**config.mk**
```make
export PLATFORM = sky130hd
export DESIGN_NAME = dle_packet_deframer_top
export DESIGN_NICKNAME = d
export VERILOG_FILES = /design/src/hw/rtl/dpd_pkg.sv /design/src/hw/rtl/dpd_engine.sv /design/src/hw/rtl/dle_packet_deframer_top.sv
export SDC_FILE = /design/constraint.sdc
export NUM_CORES = 1
export LEC_CHECK = 0
export BUFFER_PORTS_ARGS = -buffer_cell sky130_fd_sc_hd__buf_2
export CAP_MARGIN = 30
export CORE_MARGIN = 3
export CORE_UTILIZATION = 50
export DETAILED_ROUTE_END_ITERATION = 10
export GPL_TIMING_DRIVEN = 0
export PLACE_DENSITY_LB_ADDON = 0.2
export SLEW_MARGIN = 25
export SYNTH_ARGS = -nofsm -noshare
export SYNTH_HDL_FRONTEND = slang
export SYNTH_SLANG_ARGS = --single-unit
```
**constraint.sdc**
```tcl
create_clock -name clock -period 1.98 [get_ports clock]
set_input_delay 0.396 -clock clock [delete_from_list [all_inputs] [get_ports clock]]
set_output_delay 0.396 -clock clock [all_outputs]
set_load 0.02 [all_outputs]
```
**src/hw/rtl/dpd_pkg.sv**
```systemverilog
// Shared constants and types for the DLE packet deframer.
package dpd_pkg;

   localparam logic [7:0]  DLE_CODE         = 8'h10;
   localparam logic [7:0]  ETX_CODE         = 8'h03;
   localparam logic [11:0] MAX_LENGTH_RESET = 12'd1024;

   typedef enum logic [1:0] {
      KIND_PAYLOAD = 2'd0,
      KIND_END     = 2'd1,
      KIND_DISCARD = 2'd2
   } kind_type;

   // One step of the deframer: whether it gives a result, and that result.
   typedef struct packed {
      logic        has_result;
      kind_type    kind;
      logic [7:0]  data_byte;
      logic [11:0] packet_length;
      logic        terminated;
   } result_type;

endpackage

```
**src/hw/rtl/dpd_engine.sv**
```systemverilog
// Framing state machine: mode and byte count, one item per fire strobe.
module dpd_engine
   import dpd_pkg::*;
(
   input  logic        clock,
   input  logic        reset,
   input  logic [11:0] max_length,
   input  logic        fire,
   input  logic        is_tick,
   input  logic [7:0]  rx_byte,
   output result_type  result
);

   typedef enum logic [1:0] {
      MODE_IDLE   = 2'd0,
      MODE_DATA   = 2'd1,
      MODE_ESCAPE = 2'd2
   } mode_type;

   mode_type    mode_ff, mode_in;
   logic [11:0] count_ff, count_in;

   always_comb begin
      mode_in              = mode_ff;
      count_in             = count_ff;
      result.has_result    = 1'b0;
      result.kind          = KIND_PAYLOAD;
      result.data_byte     = 8'd0;
      result.packet_length = 12'd0;
      result.terminated    = 1'b0;
      if (is_tick) begin
         if (mode_ff == MODE_DATA || mode_ff == MODE_ESCAPE) begin
            result.has_result    = 1'b1;
            result.kind          = KIND_END;
            result.packet_length = count_ff;
            mode_in              = MODE_IDLE;
            count_in             = 12'd0;
         end
      end else begin
         unique case (mode_ff)
            MODE_DATA: begin
               if (rx_byte == DLE_CODE) begin
                  if (count_ff != 12'd0) begin
                     mode_in = MODE_ESCAPE;
                  end
               end else begin
                  result.has_result = 1'b1;
                  if (count_ff >= max_length) begin
                     result.kind = KIND_DISCARD;
                     mode_in     = MODE_IDLE;
                     count_in    = 12'd0;
                  end else begin
                     result.kind      = KIND_PAYLOAD;
                     result.data_byte = rx_byte;
                     count_in         = count_ff + 12'd1;
                  end
               end
            end
            MODE_ESCAPE: begin
               result.has_result = 1'b1;
               if (rx_byte == DLE_CODE) begin
                  // literal DLE, still subject to the length limit
                  if (count_ff >= max_length) begin
                     result.kind = KIND_DISCARD;
                     mode_in     = MODE_IDLE;
                     count_in    = 12'd0;
                  end else begin
                     result.kind      = KIND_PAYLOAD;
                     result.data_byte = rx_byte;
                     count_in         = count_ff + 12'd1;
                     mode_in          = MODE_DATA;
                  end
               end else if (rx_byte == ETX_CODE) begin
                  result.kind          = KIND_END;
                  result.packet_length = count_ff;
                  result.terminated    = 1'b1;
                  mode_in              = MODE_IDLE;
                  count_in             = 12'd0;
               end else begin
                  // drop the packet; the byte is consumed here and is not examined again as idle
                  result.kind = KIND_DISCARD;
                  mode_in     = MODE_IDLE;
                  count_in    = 12'd0;
               end
            end
            default: begin
               mode_in = MODE_IDLE;
               if (rx_byte == DLE_CODE) begin
                  mode_in  = MODE_DATA;
                  count_in = 12'd0;
               end
            end
         endcase
      end
   end

   always_ff @(posedge clock) begin
      if (reset) begin
         mode_ff  <= MODE_IDLE;
         count_ff <= 12'd0;
      end else if (fire) begin
         mode_ff  <= mode_in;
         count_ff <= count_in;
      end
   end

endmodule

```
**src/hw/rtl/dle_packet_deframer_top.sv**
```systemverilog
// Top level of the DLE packet deframer: input register, engine, result register.
// Flow: an accepted item waits in the input register, and its result is registered
// in the result register, from which it leaves when rsp_ready is high.
// Throughput: one item per cycle; the framing state updates as an item leaves
// the input register, so only a stalled result register holds the flow.
// Reset (synchronous, active high) empties both registers, returns the mode
// to idle with a zero count and sets max_length to 1024.
module dle_packet_deframer_top
   import dpd_pkg::*;
(
   input  logic        clock,
   input  logic        reset,
   input  logic        req_valid,
   output logic        req_ready,
   input  logic        req_type,
   input  logic [7:0]  req_rx_byte,
   output logic        rsp_valid,
   input  logic        rsp_ready,
   output logic [1:0]  rsp_result_kind,
   output logic [7:0]  rsp_data_byte,
   output logic [11:0] rsp_packet_length,
   output logic        rsp_terminated,
   input  logic        csr_write_enable,
   input  logic [11:0] csr_write_data
);

   logic [11:0] max_length_ff;
   logic        in_valid_ff, in_valid_in;
   logic        in_tick_ff;
   logic [7:0]  in_byte_ff;
   logic        out_valid_ff, out_valid_in;
   result_type  out_ff;
   result_type  step_result;
   logic        fire;

   assign fire      = in_valid_ff && (!out_valid_ff || rsp_ready);
   assign req_ready = !in_valid_ff || fire;

   dpd_engine u_engine (
      .clock      (clock),
      .reset      (reset),
      .max_length (max_length_ff),
      .fire       (fire),
      .is_tick    (in_tick_ff),
      .rx_byte    (in_byte_ff),
      .result     (step_result)
   );

   always_comb begin
      in_valid_in = in_valid_ff;
      if (req_valid && req_ready) begin
         in_valid_in = 1'b1;
      end else if (fire) begin
         in_valid_in = 1'b0;
      end
      out_valid_in = out_valid_ff;
      if (fire) begin
         out_valid_in = step_result.has_result;
      end else if (rsp_ready) begin
         out_valid_in = 1'b0;
      end
   end

   always_ff @(posedge clock) begin
      if (reset) begin
         max_length_ff <= MAX_LENGTH_RESET;
         in_valid_ff   <= 1'b0;
         out_valid_ff  <= 1'b0;
      end else begin
         in_valid_ff  <= in_valid_in;
         out_valid_ff <= out_valid_in;
         if (csr_write_enable) begin
            max_length_ff <= csr_write_data;
         end
      end
   end

   // payload registers: input loads on acceptance, result loads on fire
   always_ff @(posedge clock) begin
      if (req_valid && req_ready) begin
         in_tick_ff <= req_type;
         in_byte_ff <= req_rx_byte;
      end
      if (fire) begin
         out_ff <= step_result;
      end
   end

   assign rsp_valid         = out_valid_ff;
   assign rsp_result_kind   = out_ff.kind;
   assign rsp_data_byte     = out_ff.data_byte;
   assign rsp_packet_length = out_ff.packet_length;
   assign rsp_terminated    = out_ff.terminated;

`ifndef SYNTH
   // Input stalls only when both registers are full and the result is held.
   a_ready_stall: assert property (@(posedge clock) disable iff (reset)
      !req_ready |-> (in_valid_ff && out_valid_ff && !rsp_ready))
      else $error("req_ready low without a full, stalled pipeline");

   // A waiting item is neither lost nor altered while the result side stalls.
   a_hold_input: assert property (@(posedge clock) disable iff (reset)
      (in_valid_ff && !fire) |=> (in_valid_ff && $stable(in_byte_ff)
                                  && $stable(in_tick_ff)))
      else $error("stalled input item changed");

   // Length and terminated flag appear only on an end result.
   a_end_fields: assert property (@(posedge clock) disable iff (reset)
      (rsp_valid && rsp_result_kind != KIND_END) |->
         (rsp_packet_length == 12'd0 && !rsp_terminated))
      else $error("length or terminated set on a non-end result");
`endif

endmodule
```
=== Word-level counts from Yosys, hierarchy flattened ===
Index checks and enable logic that the tools add are counted.

* Register bits after elaboration: 60
* Input port bits: 26
* Output and inout port bits: 25
* Word-level logic and storage cells: 70

* $add $sub $neg: 1
* Order comparisons: 1
* Equal/unequal tests: 8
* Multiplexer cells: 34
* Bitwise gates (word level): 1
* Reduce and logical (&&, ||, !) cells: 14

{| class="wikitable"
|+ Operators by type and width
! cell !! number
|-
| 12-bit two-way mux || 8
|-
| 13-bit two-way mux || 3
|-
| 12-bit case mux with 2 select lines || 1
|-
| 11-bit case mux with 2 select lines || 1
|-
| 2-bit two-way mux || 8
|-
| 8-bit two-way mux || 2
|-
| 12-bit by 1-bit adder with 12-bit output, second input constant || 1
|-
| 12-bit >= comparator || 1
|-
| 12-bit nonzero test || 1
|-
| 11-bit two-way mux || 1
|-
| 8-bit by 2-bit equality test with 1-bit output, second input constant || 1
|-
| 8-bit by 5-bit equality test with 1-bit output, second input constant || 1
|-
| 4-bit != test, second input constant || 2
|-
| 4-bit AND reduction || 2
|-
| 1-bit two-way mux || 7
|-
| 3-bit two-way mux || 2
|-
| 2-bit case mux with 2 select lines || 1
|-
| 2-bit nonzero test || 2
|-
| 4-bit nonzero test || 1
|-
| 1-bit logical OR || 3
|-
| 3-bit != test, second input constant || 1
|-
| 3-bit OR reduction || 1
|-
| 2-bit by 1-bit equality test with 1-bit output, second input constant || 1
|-
| 2-bit equality test, second input constant || 1
|-
| 4 further kinds || 6
|}

=== Longest topological paths before layout ===
* Depth after elaboration: 6
* Depth in mapped cells: 8
* Mapped depth without buffers: 7

=== Modules after synthesis ===
From an unflattened synthesis, not the netlist that was laid out.

* Cells, all modules: 272
* Area total of the unflattened synthesis: 2,912.8 um^2

{| class="wikitable"
|+ Modules (own cells, without submodules)
! module !! instances !! cells each !! area each (um^2) !! seq. area each (um^2)
|-
| dle_packet_deframer_top || 1 || 80 || 1,468.9 || 1,241.2
|-
| dpd_engine || 1 || 192 || 1,443.9 || 280.3
|}

=== Worst setup path after synthesis ===
No wires, ideal clock.

* Path type: flip-flop to flip-flop
* Start point: register max_length_ff[7]
* End point: register out_ff (netlist bit rsp_result_kind[1]) (data pin)
* Arrival time: 1.827 ns
* Path slack: -0.103 ns
* Stages on the path, launching flop included: 9
* Buffers on the path: 1
* Clock period less this slack: 2.083 ns
* Cell sequence: dfxtp_1 > inv_1 > ha_1 > a21oi_1 > o21ai_0 > a221oi_1 > clkbuf_1 > a21oi_1 > a41o_1

* Word-level cells in the longest chain between the ends: 5
* Elaborated cells between the ends (all ways): 6
* Those cells by class: order compare (1); mux (5)

{| class="wikitable"
|+ RTL lines
! item !! line !! RTL
|-
| start: declaration || dle_packet_deframer_top.sv:27 || <nowiki>logic [11:0] max_length_ff;</nowiki>
|-
| start signal: assignment || dle_packet_deframer_top.sv:73 || <nowiki>max_length_ff <= csr_write_data;</nowiki>
|-
| 12-bit >= comparator (*) || dpd_engine.sv:48, dpd_engine.sv:63 ||
|-
| 2-bit two-way mux (*) || dpd_engine.sv:48, dpd_engine.sv:63 ||
|-
| 2-bit two-way mux or 11-bit two-way mux (tied branches) || dpd_engine.sv:61, dpd_engine.sv:42 ||
|-
| 11-bit case mux with 2 select lines (*) || dpd_engine.sv:40 || <nowiki>unique case (mode_ff)</nowiki>
|-
| 3-bit two-way mux (*) || dpd_engine.sv:31 || <nowiki>if (is_tick) begin</nowiki>
|-
| end signal: assignment || dle_packet_deframer_top.sv:85 || <nowiki>out_ff <= step_result;</nowiki>
|-
| end: declaration || dle_packet_deframer_top.sv:32 || <nowiki>result_type out_ff;</nowiki>
|}

Mark *: on every way between the ends. The rest lies on a longest branch, timed or not.
A chain may end at the register's enable or synchronous reset.

=== Worst setup path in the final report ===
* Start point: register u_engine.count_ff[10]
* End point: register out_ff (netlist bit rsp_data_byte[0]) (data pin)

* Word-level cells in the longest chain between the ends: 4
* Elaborated cells between the ends (all ways): 5
* Those cells by class: order compare (1); mux (4)

{| class="wikitable"
|+ RTL lines
! item !! line !! RTL
|-
| start: declaration || dpd_engine.sv:21 || <nowiki>logic [11:0] count_ff, count_in;</nowiki>
|-
| start signal: assignment || dpd_engine.sv:103 || <nowiki>count_ff <= count_in;</nowiki>
|-
| 12-bit >= comparator (*) || dpd_engine.sv:48, dpd_engine.sv:63 ||
|-
| 8-bit two-way mux (*) || dpd_engine.sv:48, dpd_engine.sv:63 ||
|-
| 8-bit two-way mux or 11-bit two-way mux (tied branches) || dpd_engine.sv:61, dpd_engine.sv:42 ||
|-
| 11-bit case mux with 2 select lines (*) || dpd_engine.sv:40 ||
|}

Marks and branches as above.

==> impl_metrics.toml <==
[sta]
finalHoldViolCount = 0
worst_clock_skew_ns = 0.00931
drv_slew = 0
finalSetupTns_ns = -0.656
period_needed_ns = 2.05
fin_crit_sh_pct = 104
tightest_slew_ns = 0.823
setup_ws_ns = -0.0715
relSlewSlack_pct = 45.0
max_freq_mhz = 487
finalSetupViolCount = 17
rsz0062_at_grt = "yes"

[cts]
cts_tree = "built"
cts_buffers = 9
cts.htree.levels = 3
clk_pin_slew_worst_paths_ns = 0.07
cts-root-buf = "clkbuf_8"
cts_buffer_depth = 2
insertion_delay_ns = 0.35
clock-sinks = 60

[global_routing]
grt_overflow_total = 0
track_usage_pct = 20.5
antenna_found_initial = 0
grt_pass1_vias = 2472
grt_first_pass_wirelength_um = 11600
grt_start_max_net_pins = 24

[outcome]
status = "complete, but fails checks"
violations = "setup timing"

[synth]
yosysTopAreaCell = "edfxtp_1"
synth_top_family_by_area = "simple AND/OR/NAND/NOR gates"
synth_fa_ha_area_share_pct = 6.62
yosys.area_share.xor_xnor_pct = 0
synth-compound-area-share_pct = 10.3
syn_area_mm2 = 0.00303
syn-instance-count = 291
async_flop_share_pct = 0
ys_ff_latch = 60
netlist.area_leader.share_pct = 31.8
synth_nets = 333
yosys-mux-area-fraction_pct = 6.00
synth_ff_type = "edfxtp_1"
synth.yosys.seq_area_share_pct = 50.3
avgSynthCellArea_um2 = 10.4
synth_cell_type_count = 45
synth-simple-area-share_pct = 21.5
yosys-top-cells-area = "edfxtp_1, dfxtp_1, ha_1"
ys_warn_count = 0
synth_enable_flop_cells = 32

[cells_and_area]
antenna_cells = 0
area_delta_synth_final_pct = 34.5
drive_gt1_share_pct = 41.8
final_cell_area_mm2 = 0.00407
post-route-util_pct = 71.7
fin_cells = 452
fin_nets = 417

[placed_design]
place_hpwl_um = 4900
post-place-ws_ns = -0.524
place_area_mm2 = 0.00336
place_congestion = 0.897
placed_cells = 411
io_buffers = 48

[route]
via_per_inst = 5.90
route.vias.total = 2665
drc_errors = 0
dr.first_iter.drc_count = 285
postRouteAntennaNets = 0
routedWlPerCell_um = 17.0
drt_first_pass_iters = 5
finalWirelength_um = 7690

[die]
core-area_mm2 = 0.00568
io_pins = 51
chipHeight_um = 83.8
die_area_mm2 = 0.00702
start_util_pct = 53.3
die_w_um = 83.8
rows = 27

[worst_setup_path]
required_ns = 2.08
cp-startpoint = "u_engine.count_ff[10]$_SDFFE_PP0P_"
worstPathArrival_ns = 2.15
critPathKind = "flop to flop"
path_max_fanout = 8
r2r-start = "u_engine.count_ff[10]$_SDFFE_PP0P_"
worstSetupStartpointType = "flop"
worstRegToRegCells = 7
crit_end = "rsp_data_byte[0]$_SDFFCE_PP0P_"
endpoint_kind = "flop"
r2r_end = "rsp_data_byte[0]$_SDFFCE_PP0P_"
r2r_slack_ns = -0.07

[hold_path]
hold_path_class = "primary input to flop"

[power_and_ir_drop]
power_leakage_nw = 1.59
pwr_density_cell_mw_per_mm2 = 676
ir_drop_mv = 0.431

[run]
maxCapViolations = 0
==> metrics by stage <==
stage	hold WS [ns]	total power, mW
after global placement	0.475	1.55
after floorplan	0.460	1.50
after global routing	0.216	2.85
final	0.227	2.75
after detailed placement	0.487	1.56
after CTS	0.225	2.73
==> placed cells by master, fill, tap and decap left out, types with 3 or more instances in the layout <==
cell type	n
buf_2	48
edfxtp_1	32
buf_4	24
inv_1	22
nor2_1	21
nand2_1	19
mux2i_1	16
and2_1	14
nand3_1	14
nand4_1	13
dfxtp_1	13
dfxtp_2	12
clkbuf_8	10
ha_1	9
clkbuf_1	7
and2_4	7
ha_4	6
a32oi_1	5
o211ai_1	5
inv_2	4
a21oi_1	4
buf_6	4
nor2b_1	3
clkbuf_2	3
a21oi_2	3
nor4_1	3
dfxtp_4	3
==> how the worst min path moves through the flow <==
stage                                          end  depth (start not counted)  slack, ns                           start
finish                     in_byte_ff[3]$_DFFE_PP_                          1       0.23                  req_rx_byte[3]
global route               in_byte_ff[4]$_DFFE_PP_                          1       0.22                  req_rx_byte[4]
CTS                        in_byte_ff[5]$_DFFE_PP_                          1       0.23                  req_rx_byte[5]
detailed placement   max_length_ff[6]$_SDFFE_PP0P_                          2       0.49   max_length_ff[6]$_SDFFE_PP0P_
global placement     max_length_ff[3]$_SDFFE_PP0P_                          2       0.48   max_length_ff[3]$_SDFFE_PP0P_
floorplan           max_length_ff[11]$_SDFFE_PP0P_                          2       0.46  max_length_ff[11]$_SDFFE_PP0P_
==> final cells by class <==
cell class	instances	area, µm²
Clock buffer	11	153
Sequential cell	60	1550
Fill cell	422	1610
Inverter	26	97.6
Tap cell	72	90.1
Timing Repair Buffer	74	443
Buffer	14	92.6
Multi-Input combinational cell	190	1590
Clock inverter	5	58.8
==> critical path, stage by stage, from the launching register on <==
cell and delay, ns:
dfxtp_4 0.37, ha_4 0.29, and4_4 0.26, nor3b_4 0.28, buf_4 0.18, nand2_4 0.06, and4_4 0.21, and2_1 0.17
==> timing repair <==
action | 4_1_cts | 5_1_grt
endpoints found under the setup margin | 33 | 35
gates cloned | 1 | 0
pin swaps | 12 | 25
gates resized for setup | 40 | 51
setup buffers | 13 | 13
hold buffers | 0 | 0
==> power by group <==
part | internal [mW] | total [mW] | switching, mW | leakage, nW
clock network | 0.658 | 1.17 | 0.515 | 0.101
logic | 0.0910 | 0.207 | 0.116 | 0.936
registers | 1.35 | 1.37 | 0.0267 | 0.550
total | 2.09 | 2.75 | 0.658 | 1.59
==> layer usage <==
metal  up-vias  track usage [%]  share of wire, %
li1       1237                -                 -
met1      1268             27.6                41
met2       134             31.5                49
met3        26             4.54               7.4
met4         0             8.92               2.7
met5         -                0                 0
==> registers in the layout (all words and copies together) (netlist names) <==
signal             flops
max_length_ff         12
rsp_packet_length     12
u_engine.count_ff     12
in_byte_ff             8
rsp_data_byte          8
rsp_result_kind        2
u_engine.mode_ff       2
in_tick_ff             1
in_valid_ff            1
rsp_terminated         1
rsp_valid              1
==> synthesized netlist by cell type (2+ instances only) <==
cell type,instances
o22ai_1,2
nand4_1,13
clkbuf_1,13
nor4_1,3
nand3_1,15
inv_1,26
ha_1,16
a32oi_1,7
a21oi_1,7
edfxtp_1,32
nor4b_1,2
o211ai_1,5
o21ai_0,5
and2_1,21
nor2b_1,3
nor3b_1,4
mux2i_1,17
nor2_1,22
dfxtp_1,28
and4_1,3
nand2_1,21
and3_1,2
nor3_1,2
==> cells by family (layout without fill, tap and decap cells) <==
logic type / after synthesis / in the layout
buffers and inverters: 41 / 130
AO/OA/AOI/OAI: 40 / 40
adder cells (fa/ha/maj): 16 / 16
multiplexers: 18 / 18
AND/OR/NAND/NOR: 116 / 116
flip-flops: 60 / 60
Power figures use the tool's default switching activity.
